`config.mk`:
```
export PLATFORM = sky130hd
export DESIGN_NAME = tile_span_splitter_unit
export DESIGN_NICKNAME = d
export VERILOG_FILES = /design/src/rtl/core/tss_pkg.sv /design/src/rtl/core/tile_span_splitter_unit.sv /design/src/rtl/core/tss_div_lane.sv /design/src/rtl/core/tss_datapath.sv /design/src/rtl/core/tss_ctrl.sv
export SDC_FILE = /design/constraint.sdc
export NUM_CORES = 2
export LEC_CHECK = 0
export ABC_AREA = 1
export BUFFER_PORTS_ARGS = -buffer_cell sky130_fd_sc_hd__buf_2
export CAP_MARGIN = 20
export CORE_MARGIN = 10
export CORE_UTILIZATION = 35
export CTS_CLUSTER_DIAMETER = 30
export CTS_CLUSTER_SIZE = 12
export DETAILED_ROUTE_END_ITERATION = 7
export SLEW_MARGIN = 25
export SYNTH_ARGS = -nofsm -noshare
export SYNTH_HDL_FRONTEND = slang
export SYNTH_HIERARCHICAL = 1
export SYNTH_SLANG_ARGS = --single-unit
```
`constraint.sdc`:
```
create_clock -name clock -period 9 [get_ports clock]
set_input_delay 0.9 -clock clock [delete_from_list [all_inputs] [get_ports clock]]
set_output_delay 0.9 -clock clock [all_outputs]
set_load 0.03 [all_outputs]
```
`src/rtl/core/tss_pkg.sv`:
```
// Package for the tile span splitter.
// Holds the request and response word types, controller command and status structs,
// and fixed datapath widths. Depends on nothing.
`default_nettype none

package tss_pkg;

   localparam int unsigned DIVIDEND_W = 17;
   localparam int unsigned REM_W      = 16;
   localparam int unsigned ACC_W      = 20;
   localparam int unsigned DIV_STEPS  = 1;
   localparam int unsigned CNT_W      = 1;

   typedef struct packed {
      logic [15:0] top_row;
      logic [16:0] left_col;
      logic [15:0] bottom_row;
      logic [16:0] right_col;
   } req_word_type;

   typedef struct packed {
      logic [5:0]  tile_h;
      logic [4:0]  tile_v;
      logic [11:0] src_row;
      logic [11:0] src_col;
      logic [11:0] span_rows;
      logic [11:0] span_cols;
      logic [15:0] dst_row;
      logic [16:0] dst_col;
      logic        region_bad;
      logic        last_piece;
   } rsp_word_type;

   typedef struct packed {
      logic load;
      logic div_step;
      logic walk_start;
      logic next_v;
      logic next_h;
   } tss_cmd_type;

   typedef struct packed {
      logic bad;
      logic last_v;
      logic last_h;
   } tss_status_type;

endpackage

`default_nettype wire

```
`src/rtl/core/tile_span_splitter_unit.sv`:
```
// Top level of the tile span splitter: joins the controller and the datapath.
// Depends on tss_pkg, tss_ctrl and tss_datapath.
`default_nettype none

// Each request word describes an inclusive rectangle of the global grid and yields one
// response word per tile it touches, walking tiles column by column and, within a column,
// top to bottom; the final word carries last_piece. A region that is inverted, spans more
// than MAX_SPAN tiles in either direction, or reaches past the tile grid yields a single word
// with region_bad and last_piece set and all other fields zero. One region is handled at a
// time: at acceptance the four corner coordinates are multiplied by the reciprocal of the
// tile size, and in the next cycle the quotients and remainders are formed. Response words
// are offered in the walk state, which follows that divide state, and one goes out per cycle
// unless stalled; the next request word is taken only after the last word of a region of
// n tiles (up to MAX_SPAN squared) has gone out.
module tile_span_splitter_unit
   import tss_pkg::*;
#(
   parameter int unsigned TILE_ROWS    = 2400,
   parameter int unsigned TILE_COLS    = 2400,
   parameter int unsigned TILES_DOWN   = 18,
   parameter int unsigned TILES_ACROSS = 36,
   parameter int unsigned MAX_SPAN     = 4
) (
   input  wire logic         clock,
   input  wire logic         reset,
   input  wire logic         req_valid,
   output logic              req_stall,
   input  wire req_word_type req_data,
   output logic              rsp_valid,
   input  wire logic         rsp_stall,
   output rsp_word_type      rsp_data
);

   tss_cmd_type    cmd;
   tss_status_type status;

   tss_ctrl u_ctrl (
      .clock     (clock),
      .reset     (reset),
      .req_valid (req_valid),
      .req_stall (req_stall),
      .rsp_valid (rsp_valid),
      .rsp_stall (rsp_stall),
      .status    (status),
      .cmd       (cmd)
   );

   tss_datapath #(
      .TILE_ROWS    (TILE_ROWS),
      .TILE_COLS    (TILE_COLS),
      .TILES_DOWN   (TILES_DOWN),
      .TILES_ACROSS (TILES_ACROSS),
      .MAX_SPAN     (MAX_SPAN)
   ) u_datapath (
      .clock    (clock),
      .cmd      (cmd),
      .req_data (req_data),
      .status   (status),
      .rsp_data (rsp_data)
   );

endmodule

`default_nettype wire

```
`src/rtl/core/tss_div_lane.sv`:
```
// One divider lane: divides a loaded value by a constant through a reciprocal multiplication.
// The product is taken on load and quotient and remainder on the following step. Uses tss_pkg.
`default_nettype none

module tss_div_lane
   import tss_pkg::*;
#(
   parameter int unsigned DIVISOR = 2400
) (
   input  wire logic                  clock,
   input  wire logic                  load,
   input  wire logic                  step,
   input  wire logic [DIVIDEND_W-1:0] dividend,
   output logic      [DIVIDEND_W-1:0] quotient,
   output logic      [REM_W-1:0]      remainder
);

   localparam int unsigned SHIFT   = DIVIDEND_W + $clog2(DIVISOR);
   localparam int unsigned RECIP_W = DIVIDEND_W + 1;
   localparam int unsigned PROD_W  = DIVIDEND_W + RECIP_W;
   localparam longint unsigned RECIP_FULL =
      ((64'd1 << SHIFT) + 64'(DIVISOR) - 64'd1) / 64'(DIVISOR);
   localparam logic [RECIP_W-1:0]    RECIP   = RECIP_W'(RECIP_FULL);
   localparam logic [DIVIDEND_W-1:0] DIV_VAL = DIVIDEND_W'(DIVISOR);

   logic [DIVIDEND_W-1:0] x_ff, x_in;
   logic [PROD_W-1:0]     p_ff, p_in;
   logic [DIVIDEND_W-1:0] q_ff, q_in;
   logic [REM_W-1:0]      r_ff, r_in;
   logic [DIVIDEND_W-1:0] q_calc, q_back;

   always_comb begin
      q_calc = DIVIDEND_W'(p_ff >> SHIFT);
      q_back = q_calc * DIV_VAL;
      x_in   = x_ff;
      p_in   = p_ff;
      q_in   = q_ff;
      r_in   = r_ff;
      if (load) begin
         x_in = dividend;
         p_in = PROD_W'(dividend) * PROD_W'(RECIP);
      end else if (step) begin
         q_in = q_calc;
         r_in = REM_W'(x_ff - q_back);
      end
   end

   always_ff @(posedge clock) begin
      x_ff <= x_in;
      p_ff <= p_in;
      q_ff <= q_in;
      r_ff <= r_in;
   end

   assign quotient  = q_ff;
   assign remainder = r_ff;

endmodule

`default_nettype wire

```
`src/rtl/core/tss_datapath.sv`:
```
// Datapath of the tile span splitter: four divider lanes, region checks, tile walk
// counters and destination accumulators. Depends on tss_pkg and tss_div_lane.
`default_nettype none

module tss_datapath
   import tss_pkg::*;
#(
   parameter int unsigned TILE_ROWS    = 2400,
   parameter int unsigned TILE_COLS    = 2400,
   parameter int unsigned TILES_DOWN   = 18,
   parameter int unsigned TILES_ACROSS = 36,
   parameter int unsigned MAX_SPAN     = 4
) (
   input  wire logic           clock,
   input  wire tss_cmd_type    cmd,
   input  wire req_word_type   req_data,
   output tss_status_type      status,
   output rsp_word_type        rsp_data
);

   localparam int unsigned OFS_W = (MAX_SPAN > 1) ? $clog2(MAX_SPAN) : 1;
   localparam logic [DIVIDEND_W-1:0] SPAN_LIM   = DIVIDEND_W'(MAX_SPAN);
   localparam logic [DIVIDEND_W-1:0] DOWN_LIM   = DIVIDEND_W'(TILES_DOWN);
   localparam logic [DIVIDEND_W-1:0] ACROSS_LIM = DIVIDEND_W'(TILES_ACROSS);
   localparam logic [REM_W-1:0]      ROW_END    = REM_W'(TILE_ROWS - 1);
   localparam logic [REM_W-1:0]      COL_END    = REM_W'(TILE_COLS - 1);

   req_word_type          req_ff;
   logic [DIVIDEND_W-1:0] v1, h1, v3, h3;
   logic [REM_W-1:0]      r1, c1, r3, c3;
   logic [OFS_W-1:0]      dv_ff, dv_in, dh_ff, dh_in;
   logic [ACC_W-1:0]      dr_ff, dr_in, dc_ff, dc_in;
   logic                  inverted, too_wide, outside, first_v, first_h;
   logic [REM_W-1:0]      sr, er, sc, ec;
   logic [DIVIDEND_W-1:0] span_r, span_c, tile_h_full, tile_v_full;

   tss_div_lane #(.DIVISOR(TILE_ROWS)) u_top (
      .clock(clock), .load(cmd.load), .step(cmd.div_step),
      .dividend({1'b0, req_data.top_row}), .quotient(v1), .remainder(r1));
   tss_div_lane #(.DIVISOR(TILE_COLS)) u_left (
      .clock(clock), .load(cmd.load), .step(cmd.div_step),
      .dividend(req_data.left_col), .quotient(h1), .remainder(c1));
   tss_div_lane #(.DIVISOR(TILE_ROWS)) u_bottom (
      .clock(clock), .load(cmd.load), .step(cmd.div_step),
      .dividend({1'b0, req_data.bottom_row}), .quotient(v3), .remainder(r3));
   tss_div_lane #(.DIVISOR(TILE_COLS)) u_right (
      .clock(clock), .load(cmd.load), .step(cmd.div_step),
      .dividend(req_data.right_col), .quotient(h3), .remainder(c3));

   always_comb begin
      inverted = (req_ff.top_row > req_ff.bottom_row) || (req_ff.left_col > req_ff.right_col);
      too_wide = ((h3 - h1) >= SPAN_LIM) || ((v3 - v1) >= SPAN_LIM);
      outside  = (h3 >= ACROSS_LIM) || (v3 >= DOWN_LIM);

      status.bad    = inverted || too_wide || outside;
      status.last_v = (DIVIDEND_W'(dv_ff) == (v3 - v1));
      status.last_h = (DIVIDEND_W'(dh_ff) == (h3 - h1));

      first_v = (dv_ff == '0);
      first_h = (dh_ff == '0);
      sr = first_v ? r1 : '0;
      er = status.last_v ? r3 : ROW_END;
      sc = first_h ? c1 : '0;
      ec = status.last_h ? c3 : COL_END;
      span_r = {1'b0, er} - {1'b0, sr} + DIVIDEND_W'(1);
      span_c = {1'b0, ec} - {1'b0, sc} + DIVIDEND_W'(1);
      tile_h_full = h1 + DIVIDEND_W'(dh_ff);
      tile_v_full = v1 + DIVIDEND_W'(dv_ff);

      dv_in = dv_ff;
      dh_in = dh_ff;
      dr_in = dr_ff;
      dc_in = dc_ff;
      if (cmd.walk_start) begin
         dv_in = '0;
         dh_in = '0;
         dr_in = '0;
         dc_in = '0;
      end else if (cmd.next_h) begin
         dv_in = '0;
         dh_in = dh_ff + OFS_W'(1);
         dr_in = '0;
         dc_in = dc_ff + ACC_W'(span_c);
      end else if (cmd.next_v) begin
         dv_in = dv_ff + OFS_W'(1);
         dr_in = dr_ff + ACC_W'(span_r);
      end

      if (status.bad) begin
         rsp_data            = '0;
         rsp_data.region_bad = 1'b1;
         rsp_data.last_piece = 1'b1;
      end else begin
         rsp_data.tile_h     = 6'(tile_h_full);
         rsp_data.tile_v     = 5'(tile_v_full);
         rsp_data.src_row    = 12'(sr);
         rsp_data.src_col    = 12'(sc);
         rsp_data.span_rows  = 12'(span_r);
         rsp_data.span_cols  = 12'(span_c);
         rsp_data.dst_row    = 16'(dr_ff);
         rsp_data.dst_col    = 17'(dc_ff);
         rsp_data.region_bad = 1'b0;
         rsp_data.last_piece = status.last_v && status.last_h;
      end
   end

   always_ff @(posedge clock) begin
      if (cmd.load) begin
         req_ff <= req_data;
      end
      dv_ff <= dv_in;
      dh_ff <= dh_in;
      dr_ff <= dr_in;
      dc_ff <= dc_in;
   end

endmodule

`default_nettype wire

```
`src/rtl/core/tss_ctrl.sv`:
```
// Controller of the tile span splitter: sequences loading, division steps and the tile walk.
// Depends on tss_pkg.
`default_nettype none

module tss_ctrl
   import tss_pkg::*;
(
   input  wire logic           clock,
   input  wire logic           reset,
   input  wire logic           req_valid,
   output logic                req_stall,
   output logic                rsp_valid,
   input  wire logic           rsp_stall,
   input  wire tss_status_type status,
   output tss_cmd_type         cmd
);

   typedef enum logic [1:0] {
      ST_IDLE,
      ST_DIVIDE,
      ST_WALK
   } state_type;

   localparam logic [CNT_W-1:0] LAST_STEP = CNT_W'(DIV_STEPS - 1);

   state_type        state_ff, state_in;
   logic [CNT_W-1:0] cnt_ff, cnt_in;

   always_comb begin
      state_in = state_ff;
      cnt_in   = cnt_ff;
      cmd      = '0;
      unique case (state_ff)
         ST_IDLE: begin
            if (req_valid) begin
               cmd.load = 1'b1;
               cnt_in   = '0;
               state_in = ST_DIVIDE;
            end
         end
         ST_DIVIDE: begin
            cmd.div_step = 1'b1;
            cnt_in       = cnt_ff + CNT_W'(1);
            if (cnt_ff == LAST_STEP) begin
               cmd.walk_start = 1'b1;
               state_in       = ST_WALK;
            end
         end
         ST_WALK: begin
            if (!rsp_stall) begin
               priority if (status.bad || (status.last_v && status.last_h)) begin
                  state_in = ST_IDLE;
               end else if (status.last_v) begin
                  cmd.next_h = 1'b1;
               end else begin
                  cmd.next_v = 1'b1;
               end
            end
         end
         default: begin
            state_in = ST_IDLE;
         end
      endcase
   end

   always_ff @(posedge clock) begin
      if (reset) begin
         state_ff <= ST_IDLE;
         cnt_ff   <= '0;
      end else begin
         state_ff <= state_in;
         cnt_ff   <= cnt_in;
      end
   end

   assign req_stall = (state_ff != ST_IDLE);
   assign rsp_valid = (state_ff == ST_WALK);

endmodule

`default_nettype wire
```
Word level (Yosys, flattened, before mapping):

Cells that the tools add are included.

* register bits after elaboration: 341
* logic and storage cells: 99

* multiply operators: 8
* equal/unequal tests: 8
* multiplexer cells: 21
* bitwise logic cells: 1
* $lt $le $gt $ge: 6
* $add $sub $neg: 17
* reduce and logical (&&, ||, !) cells: 16

Operators by type and width (count)
* 94-bit 2-to-1 mux: 1
* 17-bit by 18-bit multiplier with 35-bit output (second input constant): 2
* 16-bit by 18-bit multiplier with 34-bit output (second input constant): 2
* 16-bit 2-to-1 mux: 4
* 16-bit subtractor: 4
* 6-bit by 7-bit multiplier with 11-bit output (second input constant): 4
* 20-bit by 17-bit adder with 20-bit output: 2
* 17-bit by 1-bit adder with 17-bit output (second input constant): 2
* 2-bit by 17-bit == test with 1-bit output: 2
* 17-bit by 3-bit greater-or-equal comparator with 1-bit output (second input constant): 2
* 16-bit by 16-bit subtractor with 17-bit output: 2
* 17-bit > comparator: 1
* 16-bit > comparator: 1
* 2-bit 2-to-1 mux: 8
* 6-bit by 6-bit subtractor with 7-bit output: 2
* 6-bit by 2-bit adder with 6-bit output: 1
* 6-bit by 5-bit greater-or-equal comparator with 1-bit output (second input constant): 1
* 6-bit greater-or-equal comparator (second input constant): 1
* 2-bit logical NOT: 3
* 1-bit logical OR: 6
* 1-bit 2-to-1 mux: 6
* 2-bit != test (second input constant): 3
* 2-bit one-hot mux with 3 select lines: 1
* 5-bit by 2-bit adder with 5-bit output: 1
* other kinds (12): 15

Logic depth before layout (Yosys ltp):

* depth in word-level cells: 10
* depth in mapped cells: 46

By module:

The synthesis kept the hierarchy.

Modules (own cells, without submodules)
* tss_datapath: area each 11140.7 µm², times used 1, seq. area each 2722.6 µm², cells each 1473
* tss_div_lane (u_datapath.u_bottom): area each 8111.5 µm², times used 1, seq. area each 1321.3 µm², cells each 901
* tss_div_lane (u_datapath.u_right): area each 8011.4 µm², times used 1, seq. area each 1321.3 µm², cells each 871
* tss_div_lane (u_datapath.u_left): area each 8002.7 µm², times used 1, seq. area each 1321.3 µm², cells each 877
* tss_div_lane (u_datapath.u_top): area each 7985.2 µm², times used 1, seq. area each 1321.3 µm², cells each 866
* tss_ctrl: area each 240.2 µm², times used 1, seq. area each 60.1 µm², cells each 37

Least setup slack after synthesis:

No wires, ideal clock.

* path kind: register to register
* start point: reg u_datapath.u_left.q_ff[0], in the netlist u_datapath/u_left/quotient[0]
* end point: reg u_datapath.dc_ff[16]
* required time: 8930 ps
* buffers on the path: 1
* path slack: 3132 ps
* cell stages (with the launch flop): 42
* arrival: 5799 ps
* cell sequence: edfxtp_1 -> ha_1 -> fa_1 -> nand3b_1 -> nand2_1 -> nand2_1 -> o211ai_2 -> a21oi_2 -> o21ai_1 -> xnor2_1 -> nand2_1 -> nor2_2 -> nand3_1 -> nor2_1 -> nand2_1 -> buf_2 -> nor2_1 -> ha_1 -> (+6 left out) -> o211ai_1 -> a21oi_1 -> o21bai_1 -> a21o_1 -> a21oi_1 -> o21ai_0 -> xor2_1 -> ha_1 -> nand2_1 -> nor2_1 -> inv_1 -> o221ai_1 -> a21oi_1 -> inv_1 -> or2_2 -> nand3_1 -> o21ai_0 -> a21oi_1

* longest elaborated chain between the ends: 9

Ends and longest elaborated chain
* start, declared: RTL line tss_div_lane.sv:28 `logic [DIVIDEND_W-1:0] q_ff, q_in;`
* start signal, assigned: RTL line tss_div_lane.sv:51 `q_ff <= q_in;`
* 6-bit by 6-bit subtractor with 7-bit output *: RTL line tss_datapath.sv:52, tss_datapath.sv:57
* parallel branches: the longest is 8 deep, another holds 20-bit by 17-bit adder with 20-bit output
* end signal, assigned: RTL line tss_datapath.sv:114 `dc_ff <= dc_in;`
* end, declared: RTL line tss_datapath.sv:32 `logic [ACC_W-1:0] dr_ff, dr_in, dc_ff, dc_in;`

Mark *: on every way between the ends.
A chain may end at the register's enable or synchronous reset.

Worst setup path in the final report:

Ends and elaborated chain as after synthesis.

==> run_results.csv <==
group,metric,value,unit
synthesis,synth_top_cell_area_share,0.242,
worst_setup_path,cp.required,9500,ps
global_route,grt_overflow_total,0,
placed_design,hpwl,92400,um
hold_path,hold_start,"u_datapath/u_top/x_ff[1]$_DFFE_PP_",
worst_setup_path,endpoint_kind,"flop",
synthesis,ys.flop_type,"edfxtp_1",
routing,drc,0,
floorplanning,boundaryPins,166,
floorplanning,placementRows,129,
worst_setup_path,path_common_cell,"a21oi_1",
worst_setup_path,r2r_cells,38,
flow_run,maxCapViolCount,0,
floorplanning,die_h,373,um
synthesis,yosysSeqAreaShare,0.186,
floorplanning,die_area,139000,um2
clock_tree,clock-sinks,282,
routing,wl,108000,um
layout,drive_gt1_frac,0.0839,
synthesis,async_flop_share,0,
clock_tree,htreeDepth,3,
sta,skew,28.8,ps
routing,drtIter0Drc,1801,
clock_tree,clock_latency,590,ps
clock_tree,cts_root_buffer,"clkbuf_16",
routing,first_pass_iters,5,
sta,setup_tns,0,ps
worst_setup_path,worst-path-max-fanout,17,
sta,post-route-period-util,0.782,
synthesis,synth.most_common_cell,"inv_1",
layout,area_growth,11.2,%
global_route,grt_use_total,0.157,
synthesis,synth-edff-count,242,
sta,hold_viol,0,
layout,antenna_cells,0,
synthesis,synth.top_cells.by_area,"ha_1, fa_1, edfxtp_1",
hold_path,whs_path_depth,0,
floorplanning,coreArea,124000,um2
placed_design,routabilityCongestion,0.889,
global_route,antenna_found_initial,4,
synthesis,synthCells,5025,
hold_path,min_path_type,"reg -> reg",
global_route,grt_max_degree,81,
floorplanning,die_w,373,um
synthesis,ys_top_cells_by_count,"inv_1, ha_1, nand2_1",
placed_design,port_buffers,165,
clock_tree,cts.path.max_buffers,3,
routing,ant_nets,0,
synthesis,yosysTopAreaCell,"ha_1",
global_route,grt_pass1_wl,174000,um
run_status,status,"complete, no violations",
global_route,grt_pass1_vias,32800,
clock_tree,cts_hold_buf,0,
sta,rsz0062_at_grt,"false",
clock_tree,post_cts_buffers,0,
sta,max_freq,142,MHz
routing,vias,32100,
sta,whs,416,ps
layout,n_fill_cell,12700,
worst_setup_path,regToRegStartpoint,"u_datapath/u_left/quotient[0]$_DFFE_PP_",
synthesis,synth-seq-cells,282,
synthesis,ys_warn_count,6,
worst_setup_path,crit_slowest_cell,"nand2_1",
worst_setup_path,cpPeakStageDelay,450,ps
sta,fin_crit,7040,ps
routing,vias_per_cell,4.64,
clock_tree,cts-resized-gates,0,
worst_setup_path,criticalPathCategory,"reg -> reg",
synthesis,avgSynthCellArea,8.66,um2
clock_tree,clkTransAtPathRegs,50,ps
floorplanning,start_util,0.352,
clock_tree,cts_tree,"done",
sta,slew_headroom,0.359,
sta,setup_viol,0,
worst_setup_path,arrival,7540,ps
worst_setup_path,r2r_slack,1960,ps
sta,worst_pin_slew,961,ps
layout,fin_nets,6593,
clock_tree,cts_buffers,67,
synthesis,synth_area,43500,um2
synthesis,yosysUniqueCellTypes,58,
sta,drv_slew,0,
worst_setup_path,start_kind,"flop",
hold_path,worstHoldEndpoint,"u_datapath/u_top/remainder[1]$_DFFE_PP_",
worst_setup_path,regToRegEndpoint,"u_datapath/dc_ff[16]$_SDFFE_PP0P_",
routing,routedWlPerCell,15.6,um
worst max-delay path: cells and delay by family, from the launching register on:
| kind | cells | cell delay [ps] |
|---|---|---|
| buf+inv | 2 | 130 |
| xor+xnor | 2 | 460 |
| flops | 1 | 420 |
| simple gates | 12 | 1990 |
| compound gates | 16 | 2200 |
| fa+ha+maj | 6 | 1780 |
routing by layer:
layer	global-route usage	part of all wire
met1	0.217	0.47
met3	0.0262	0.055
met5	0	0.00012
met2	0.255	0.45
met4	0.0395	0.022
stage by stage:
step / std cells / setup WS [ps] / utilization / area [um2]
CTS: 6932 / 1950 / 0.391 / 48300
global placement: 6811 / 2040 / 0.372 / 46000
floorplan: 5074 / 3130 / - / 43700
finish: 6932 / 1960 / 0.391 / 48300
global route: 6932 / 1260 / 0.391 / 48300
detailed placement: 6811 / 1980 / 0.373 / 46100
worst max path at each step:
stage | startpoint | endpoint | slack, ps
detailed placement | u_datapath/u_left/quotient[0]$_DFFE_PP_ | u_datapath/dc_ff[16]$_SDFFE_PP0P_ | 1980
global route | u_datapath/u_left/quotient[0]$_DFFE_PP_ | u_datapath/dc_ff[16]$_SDFFE_PP0P_ | 1260
global placement | u_datapath/u_left/quotient[0]$_DFFE_PP_ | u_datapath/dc_ff[16]$_SDFFE_PP0P_ | 2040
CTS | u_datapath/u_left/quotient[0]$_DFFE_PP_ | u_datapath/dc_ff[16]$_SDFFE_PP0P_ | 1950
finish | u_datapath/u_left/quotient[0]$_DFFE_PP_ | u_datapath/dc_ff[16]$_SDFFE_PP0P_ | 1960
floorplan | u_datapath/u_left/quotient[0]$_DFFE_PP_ | u_datapath/dc_ff[16]$_SDFFE_PP0P_ | 3130
state kept, by name, summed over array words and instances, names as in the netlist, 16 cells and up:
name,cells
u_datapath/u_bottom/x_ff,16
u_datapath/u_bottom/remainder,16
u_datapath/dc_ff,17
u_datapath/u_left/x_ff,16
u_datapath/u_top/x_ff,16
u_datapath/u_right/remainder,16
u_datapath/u_left/remainder,16
u_datapath/u_right/x_ff,16
u_datapath/u_top/remainder,16
u_datapath/dr_ff,16
u_datapath/req_ff,66
area by class of cell:
| type | instances | area (um2) | share of cell area |
|---|---|---|---|
| Sequential cell | 282 | 8070 | 0.167 |
| Multi-Input combinational cell | 3451 | 30300 | 0.627 |
| Timing Repair Buffer | 170 | 871 | 0.0180 |
| Inverter | 1271 | 4780 | 0.0990 |
| Clock buffer | 72 | 1710 | 0.0353 |
| Tap cell | 1637 | 2050 | 0.0424 |
| Clock inverter | 49 | 563 | 0.0116 |
logic make-up after synthesis:
group / Yosys count / synth area share
and+or+nand+nor: 1491 / 0.157
buffers and inverters: 1341 / 0.123
adders and majority gates: 1280 / 0.444
AOI/OAI and AO/OA: 486 / 0.0621
DFF: 282 / 0.186
xor gates and xnor gates: 140 / 0.0282
other: 5 / 0.000432
cells in the final DEF (no fill, tap or decap), types with 40 or more instances in the layout:
| cell | netlist | layout |
|---|---|---|
| ha_1 | 840 | 840 |
| dfxtp_1 | 40 | 40 |
| nand2_1 | 814 | 814 |
| o21ai_0 | 108 | 108 |
| clkbuf_16 | 0 | 67 |
| nor2_1 | 270 | 266 |
| fa_1 | 440 | 440 |
| edfxtp_1 | 242 | 242 |
| a21oi_1 | 272 | 272 |
| xnor2_1 | 51 | 51 |
| nor2_4 | 78 | 82 |
| buf_2 | 2 | 165 |
| nand3_1 | 174 | 174 |
| xor2_1 | 89 | 89 |
| conb_1 | 5 | 54 |
| inv_1 | 1255 | 1255 |
Power is not shown: default switching activity piles up to over one toggle a cycle in this logic, so the estimate is an artifact.
